`config.mk`:
```
export PLATFORM = sky130hd
export DESIGN_NAME = strided_nd_address_walker_top
export DESIGN_NICKNAME = d
export VERILOG_FILES = /design/src/snaw_pkg.sv /design/src/strided_nd_address_walker_top.sv
export SDC_FILE = /design/constraint.sdc
export NUM_CORES = 2
export LEC_CHECK = 0
export ABC_AREA = 1
export BUFFER_PORTS_ARGS = -buffer_cell sky130_fd_sc_hd__clkbuf_2
export CORE_UTILIZATION = 50
export DETAILED_ROUTE_END_ITERATION = 10
export GPL_TIMING_DRIVEN = 1
export MAX_ROUTING_LAYER = met4
export PLACE_DENSITY = 0.66
export SETUP_SLACK_MARGIN = 0.15
export SLEW_MARGIN = 0
export SYNTH_ARGS = -nofsm -noshare
export SYNTH_HDL_FRONTEND = slang
export SYNTH_SLANG_ARGS = --single-unit
```
`constraint.sdc`:
```
create_clock -name clk -period 7.3 [get_ports clk]
set_input_delay 1.46 -clock clk [delete_from_list [all_inputs] [get_ports clk]]
set_output_delay 1.46 -clock clk [all_outputs]
set_load 0.05 [all_outputs]
```
`src/snaw_pkg.sv`:
```
`default_nettype none
// ----------------------------------------------------------------------------
// snaw_pkg
// Types and constants of the strided N-dimensional address walker.
// ----------------------------------------------------------------------------
package snaw_pkg;

    localparam int LANE_W     = 16;
    localparam int LANE_COUNT = 4;
    localparam int CFG_W      = 64;
    localparam int DATA_W     = 32;
    localparam int SUM_W      = 35;

    localparam logic [CFG_W-1:0] SIZES_RESET   = 64'h0001_0001_0001_0001;
    localparam logic [CFG_W-1:0] STRIDES_RESET = 64'h0000_0000_0000_0001;

    typedef enum logic [1:0] {
        MODE_GATHER  = 2'd0,
        MODE_SCATTER = 2'd1,
        MODE_FILL    = 2'd2
    } walk_mode_t;

    typedef enum logic [1:0] {
        CFG_WALK_MODE   = 2'd0,
        CFG_BASE_OFFSET = 2'd1,
        CFG_DIM_SIZES   = 2'd2,
        CFG_DIM_STRIDES = 2'd3
    } cfg_index_t;

endpackage

`default_nettype wire

```
`src/strided_nd_address_walker_top.sv`:
```
`default_nettype none
// ----------------------------------------------------------------------------
// strided_nd_address_walker_top
// Address generator for gather, scatter and fill over a strided array view.
// ----------------------------------------------------------------------------
// Every input transfer asks for the next element of the walk and yields one
// result transfer with a read address, a write address and flags. The block
// takes one item per clock while the output is not held. For each item the
// index counters advance in the accept cycle, the stride products are
// registered in the second stage, and the sum with the base offset and the
// mode selection fill the output register in the third.
// Each stage holds its item only while the next one is full, so up to two
// further input transfers are taken while a result waits at the output.
// ----------------------------------------------------------------------------
module strided_nd_address_walker_top
    import snaw_pkg::*;
#(
    parameter int MAX_DIMS   = 4,
    parameter int ADDR_WIDTH = 32
)
(
    input  wire logic              clk,
    input  wire logic              rst_n,
    input  wire logic              cfg_wr_en,
    input  wire logic [1:0]        cfg_index,
    input  wire logic [CFG_W-1:0]  cfg_wdata,
    input  wire logic              in_valid,
    output logic                   in_ready,
    input  wire logic              restart,
    output logic                   out_valid,
    input  wire logic              out_ready,
    output logic [DATA_W-1:0]      read_addr,
    output logic [DATA_W-1:0]      write_addr,
    output logic                   write_scalar,
    output logic                   addr_overflow,
    output logic                   last
);

    localparam int STRIDED_DIMS = (MAX_DIMS < LANE_COUNT) ? MAX_DIMS : LANE_COUNT;
    localparam int MASK_BITS    = (ADDR_WIDTH < SUM_W) ? ADDR_WIDTH : SUM_W;
    localparam logic [SUM_W-1:0] ADDR_MASK = {SUM_W{1'b1}} >> (SUM_W - MASK_BITS);

    walk_mode_t              walk_mode_reg;
    logic [DATA_W-1:0]       base_offset_reg;
    logic [CFG_W-1:0]        dim_sizes_reg;
    logic [CFG_W-1:0]        dim_strides_reg;

    logic [LANE_W-1:0]       dim_index_reg [MAX_DIMS];
    logic [LANE_W-1:0]       dim_index_next [MAX_DIMS];
    logic [DATA_W-1:0]       lin_reg;
    logic [DATA_W-1:0]       lin_next;

    logic [LANE_W-1:0]       size_lane [MAX_DIMS];
    logic [LANE_W-1:0]       stride_lane [STRIDED_DIMS];
    logic [LANE_W-1:0]       idx_cur [MAX_DIMS];
    logic [LANE_W-1:0]       size_eff [MAX_DIMS];
    logic [MAX_DIMS-1:0]     at_end;
    logic [DATA_W-1:0]       lin_cur;
    logic                    walk_last;
    logic                    lower_done;
    logic                    in_xfer;

    logic                    s1_valid_reg;
    logic [LANE_W-1:0]       s1_idx_reg [STRIDED_DIMS];
    logic [DATA_W-1:0]       s1_lin_reg;
    logic                    s1_last_reg;

    logic                    s2_valid_reg;
    logic [2*LANE_W-1:0]     s2_prod_reg [STRIDED_DIMS];
    logic [DATA_W-1:0]       s2_lin_reg;
    logic                    s2_last_reg;

    logic                    out_valid_reg;
    logic [DATA_W-1:0]       read_addr_reg;
    logic [DATA_W-1:0]       write_addr_reg;
    logic                    write_scalar_reg;
    logic                    addr_overflow_reg;
    logic                    last_reg;

    logic                    ready2;
    logic                    ready3;
    logic [SUM_W-1:0]        strided_sum;
    logic [DATA_W-1:0]       strided_addr;
    logic [DATA_W-1:0]       read_addr_next;
    logic [DATA_W-1:0]       write_addr_next;
    logic                    write_scalar_next;

    for (genvar g = 0; g < MAX_DIMS; g++) begin : g_size
        if (g < LANE_COUNT) begin : g_cfg
            assign size_lane[g] = dim_sizes_reg[g*LANE_W +: LANE_W];
        end
        else begin : g_unit
            assign size_lane[g] = '0;
        end
    end

    for (genvar g = 0; g < STRIDED_DIMS; g++) begin : g_stride
        assign stride_lane[g] = dim_strides_reg[g*LANE_W +: LANE_W];
    end

    // Configuration registers.
    always_ff @(posedge clk or negedge rst_n) begin
        if (!rst_n) begin
            walk_mode_reg   <= MODE_GATHER;
            base_offset_reg <= '0;
            dim_sizes_reg   <= SIZES_RESET;
            dim_strides_reg <= STRIDES_RESET;
        end
        else if (cfg_wr_en) begin
            case (cfg_index)
                CFG_WALK_MODE:   walk_mode_reg   <= walk_mode_t'(cfg_wdata[1:0]);
                CFG_BASE_OFFSET: base_offset_reg <= cfg_wdata[DATA_W-1:0];
                CFG_DIM_SIZES:   dim_sizes_reg   <= cfg_wdata;
                CFG_DIM_STRIDES: dim_strides_reg <= cfg_wdata;
                default:         walk_mode_reg   <= walk_mode_reg;
            endcase
        end
    end

    // Index counters: the innermost dimension counts fastest and carries out
    // when it reaches its end.
    always_comb
    begin
        lin_cur    = restart ? '0 : lin_reg;
        lower_done = 1'b1;
        for (int d = 0; d < MAX_DIMS; d++) begin
            idx_cur[d]  = restart ? '0 : dim_index_reg[d];
            size_eff[d] = (size_lane[d] == '0) ? LANE_W'(1) : size_lane[d];
            at_end[d]   = !(({1'b0, idx_cur[d]} + 1'b1) < {1'b0, size_eff[d]});
        end
        walk_last = &at_end;
        for (int d = 0; d < MAX_DIMS; d++) begin
            dim_index_next[d] = idx_cur[d];
            if (walk_last) begin
                dim_index_next[d] = '0;
            end
            else if (lower_done) begin
                if (at_end[d]) begin
                    dim_index_next[d] = '0;
                end
                else begin
                    dim_index_next[d] = idx_cur[d] + 1'b1;
                end
            end
            lower_done = lower_done & at_end[d];
        end
        lin_next = walk_last ? '0 : lin_cur + 1'b1;
    end

    assign ready3   = !out_valid_reg || out_ready;
    assign ready2   = !s2_valid_reg || ready3;
    assign in_ready = !s1_valid_reg || ready2;
    assign in_xfer  = in_valid && in_ready;

    always_ff @(posedge clk or negedge rst_n) begin
        if (!rst_n) begin
            lin_reg <= '0;
            for (int d = 0; d < MAX_DIMS; d++) begin
                dim_index_reg[d] <= '0;
            end
        end
        else if (in_xfer) begin
            lin_reg <= lin_next;
            for (int d = 0; d < MAX_DIMS; d++) begin
                dim_index_reg[d] <= dim_index_next[d];
            end
        end
    end

    // Pipeline valid bits.
    always_ff @(posedge clk or negedge rst_n) begin
        if (!rst_n) begin
            s1_valid_reg  <= 1'b0;
            s2_valid_reg  <= 1'b0;
            out_valid_reg <= 1'b0;
        end
        else begin
            if (in_ready) begin
                s1_valid_reg <= in_valid;
            end
            if (ready2) begin
                s2_valid_reg <= s1_valid_reg;
            end
            if (ready3) begin
                out_valid_reg <= s2_valid_reg;
            end
        end
    end

    // Stage one holds the index snapshot of the element.
    always_ff @(posedge clk) begin
        if (in_xfer) begin
            s1_lin_reg  <= lin_cur;
            s1_last_reg <= walk_last;
            for (int d = 0; d < STRIDED_DIMS; d++) begin
                s1_idx_reg[d] <= idx_cur[d];
            end
        end
    end

    // Stage two holds the stride products.
    always_ff @(posedge clk) begin
        if (ready2 && s1_valid_reg) begin
            s2_lin_reg  <= s1_lin_reg;
            s2_last_reg <= s1_last_reg;
            for (int d = 0; d < STRIDED_DIMS; d++) begin
                s2_prod_reg[d] <= stride_lane[d] * s1_idx_reg[d];
            end
        end
    end

    always_comb
    begin
        strided_sum = SUM_W'(base_offset_reg);
        for (int d = 0; d < STRIDED_DIMS; d++) begin
            strided_sum = strided_sum + SUM_W'(s2_prod_reg[d]);
        end
        strided_addr = DATA_W'(strided_sum & ADDR_MASK);
        case (walk_mode_reg)
            MODE_GATHER:
            begin
                read_addr_next    = strided_addr;
                write_addr_next   = s2_lin_reg;
                write_scalar_next = 1'b0;
            end
            MODE_SCATTER:
            begin
                read_addr_next    = s2_lin_reg;
                write_addr_next   = strided_addr;
                write_scalar_next = 1'b0;
            end
            default:
            begin
                read_addr_next    = '0;
                write_addr_next   = strided_addr;
                write_scalar_next = 1'b1;
            end
        endcase
    end

    // Output register.
    always_ff @(posedge clk) begin
        if (ready3 && s2_valid_reg) begin
            read_addr_reg     <= read_addr_next;
            write_addr_reg    <= write_addr_next;
            write_scalar_reg  <= write_scalar_next;
            addr_overflow_reg <= |(strided_sum & ~ADDR_MASK);
            last_reg          <= s2_last_reg;
        end
    end

    assign out_valid     = out_valid_reg;
    assign read_addr     = read_addr_reg;
    assign write_addr    = write_addr_reg;
    assign write_scalar  = write_scalar_reg;
    assign addr_overflow = addr_overflow_reg;
    assign last          = last_reg;

`ifndef SYNTH
    // The final element of a walk leaves the counters at zero.
    assert property (@(posedge clk) disable iff (!rst_n)
        in_xfer && walk_last |=> (lin_reg == '0) && (dim_index_reg[0] == '0))
        else $error("counters not cleared after the final element");

    // Any other element advances the element counter by one.
    assert property (@(posedge clk) disable iff (!rst_n)
        in_xfer && !walk_last |=> lin_reg == $past(lin_cur) + 1'b1)
        else $error("element counter did not advance");

    // A fill result never carries a read address.
    assert property (@(posedge clk) disable iff (!rst_n)
        out_valid && write_scalar |-> read_addr == '0)
        else $error("fill result with a nonzero read address");
`endif

endmodule

`default_nettype wire
```
==> results.sh <==
export IMPL_status="finished, final reports clean"
export IMPL_finalCritPeriodShare_pct=87.5
export IMPL_yosys_area_share_simple_pct=16.7
export IMPL_ys_seq_area_share_pct=25.3
export IMPL_rows=131
export IMPL_avgSynthCellArea_um2=8.44
export IMPL_synth_compound_area_share_pct=5.58
export IMPL_drv_cap=0
export IMPL_fmax_mhz=157
export IMPL_syn_cell_area_um2=64500
export IMPL_die_y_um=361
export IMPL_drt_iter0_markers=3839
export IMPL_drive_above_1_share_pct=4.92
export IMPL_core_region_area_um2=128000
export IMPL_finClkSkew_ns=0.0319
export IMPL_synth_top_area_cell="fa_1"
export IMPL_die_w_um=361
export IMPL_nets=9003
export IMPL_cts_buffers=73
export IMPL_antenna_left=0
export IMPL_maxSlewViolCount=0
export IMPL_grt_pass1_wl_mm=277
export IMPL_start_util_pct=50.5
export IMPL_largest_reg_flops=128
export IMPL_ys_seq_elements=586
export IMPL_cp_buffers_inverters=6
export IMPL_startpoint_type="register"
export IMPL_syn_nets=9106
export IMPL_numPortBuffers=140
export IMPL_hold_violations=0
export IMPL_cts_hold_buf=0
export IMPL_required_ns=7.76
export IMPL_grt_max_degree=131
export IMPL_synthXorXnorAreaFrac_pct=2.73
export IMPL_synthMuxAreaShare_pct=0
export IMPL_synthTopCellsByArea="fa_1 27%, edfxtp_1 15%, nand2_1 11%"
export IMPL_viasPerCell=5.25
export IMPL_path_max_fanout=16
export IMPL_root_buffer="clkbuf_16"
export IMPL_synth_top_family_by_area="adder cells"
export IMPL_antenna_found_initial=5
export IMPL_post_cts_setup_buffers=0
export IMPL_pin_count=141
export IMPL_synth_top_area_share_pct=27.0
export IMPL_clk_path_buf_depth=3
export IMPL_vias=48608
export IMPL_crit_family="adder cells"
export IMPL_setup_viol=0
export IMPL_grt_setup_unrepaired="false"
export IMPL_finalWeightedCongestion=0.973
export IMPL_firstDrtPassIters=6
export IMPL_cp_cell_sequence="nand2_1 -> fa_1 -> inv_1 -> fa_1 -> inv_1 -> fa_1 -> inv_1 -> fa_1 -> fa_1 -> inv_1 -> fa_1 -> inv_1 -> ha_1 -> a21oi_1 -> inv_1 -> a21oi_1 -> nand2_1 -> nand2_1 -> nand3_1 -> a31oi_1 -> xor2_1"
export IMPL_die_area_um2=130000
export IMPL_yosys_cell_types_count=49
export IMPL_slowest_stage="edfxtp_1"
export IMPL_min_period_ns=6.39
export IMPL_worstHoldPathType="reg -> reg"
export IMPL_synthToLayoutAreaGrowth_pct=6.34
export IMPL_tritoncts="built"
export IMPL_place_hpwl_mm=137
export IMPL_end_kind="register"
export IMPL_wl_per_cell_um=18.7
export IMPL_setup_tns_ns=0
export IMPL_worst_pin_slew_ns=1.13
export IMPL_clock_sinks=586
export IMPL_track_usage_pct=28.1
export IMPL_path_clk_slew_ns=0.06
export IMPL_synthAdderAreaFrac_pct=37.0
export IMPL_overflow=0
export IMPL_relSlewSlack_pct=24.5
export IMPL_max_stage_delay_ns=0.88
export IMPL_yosysWarnings=0
export IMPL_finalWirelength_mm=173
export IMPL_synth_cells=7647
export IMPL_grt_pass1_vias=50028
export IMPL_cts_resized=0
export IMPL_criticalPathCategory="reg -> reg"
export IMPL_drc_errors=0
export IMPL_arrival_ns=6.85
export IMPL_h_tree_depth=3
export IMPL_insertion_delay_ns=0.70
-- Yosys cell counts, drive strengths merged --
cell / count
a211oi: 4
a21boi: 3
a21o: 23
a21oi: 204
a31oi: 21
and2: 3
and3: 3
buf: 30
clkbuf: 315
clkinv: 2
dfrtp: 256
dfstp: 5
edfxtp: 325
fa: 871
ha: 516
inv: 1821
nand2: 1951
nand3: 218
nand3b: 6
nand4: 42
nor2: 326
nor3: 53
nor3b: 1
nor4: 14
o211ai: 7
o21a: 9
o21ai: 376
o21bai: 16
o221a: 1
o22ai: 10
o31ai: 4
or2: 10
xnor2: 73
xor2: 128
-- kinds of logic after synthesis --
family	Yosys count
flops	586
buf+inv	2168
xor+xnor	201
compound gates	678
simple gates	2627
fa+ha+maj	1387
-- worst register-to-register path: cells and delay by family (launching register included) --
kind / cells / cell delay (ns)
AOI/OAI and AO/OA: 3 / 0.63
xor gates and xnor gates: 1 / 0.34
adders and majority gates: 7 / 3.38
buffers and inverters: 6 / 0.35
DFF: 1 / 0.88
and+or+nand+nor: 4 / 0.57
-- cell type report --
class	instances	area [um2]
antenna	2	5.00
clock buffer	92	1910
clock inverter	41	463
fill	11797	59200
inverter	1823	6850
multi-input combinational	4893	40100
sequential	586	16300
tap	1662	2080
timing repair buffer	167	941
-- cell usage in the layout, fill, tap and decap left out, types with 23 or more instances in the layout --
cell type / count
xor2_1: 128
clkbuf_2: 138
nand4_1: 40
buf_4: 26
o21ai_0: 371
inv_1: 1817
ha_1: 516
nor3_1: 46
nor2_2: 28
a21o_1: 23
clkbuf_16: 73
dfrtp_1: 256
fa_1: 871
xnor2_1: 73
edfxtp_1: 325
nor2_1: 277
a21oi_1: 203
nand3_1: 211
nand2_1: 1941
-- metrics by stage --
step | area, um2 | utilization [%] | cells | hold WS [ns] | setup slack, ns
after CTS | 68600 | 53.7 | 9264 | 0.409 | 0.947
after floorplan | 64500 | - | 7647 | 0.400 | 1.40
after detailed placement | 66200 | 51.8 | 9131 | 0.405 | 0.983
after global placement | 66200 | 51.8 | 9131 | 0.401 | 1.03
after global routing | 68600 | 53.7 | 9264 | 0.412 | 0.676
final | 68600 | 53.7 | 9266 | 0.414 | 0.915
-- path summary, 6_finish.rpt --
path	startpoint	end	slack (ns)	cells past startpoint
worst max-delay path	s1_idx_reg[3][7]	s2_prod_reg[3][31]	0.91	21
worst min-delay path	s1_lin_reg[17]	s2_lin_reg[17]	0.41	0
worst max register to register	s1_idx_reg[3][7]	s2_prod_reg[3][31]	0.91	21
worst min register to register	s1_lin_reg[17]	s2_lin_reg[17]	0.41	0
max in group asynchronous	rst_n	dim_strides_reg[36]	5.21	2
min in group asynchronous	rst_n	dim_strides_reg[5]	0.82	1
-- metal layers --
layer	part of all wire, %	wire (um)	track usage [%]	vias to the layer above
li1	-	-	-	22743
met2	47	81400	44.9	1685
met3	6.5	11300	3.51	319
met4	3.3	5640	8.54	0
met5	0	0	-	-
met1	43	75000	37.6	23861
Power is left out: the tool's default activity adds up to more than one toggle a clock period on the data nets, which glitch-free logic cannot reach.
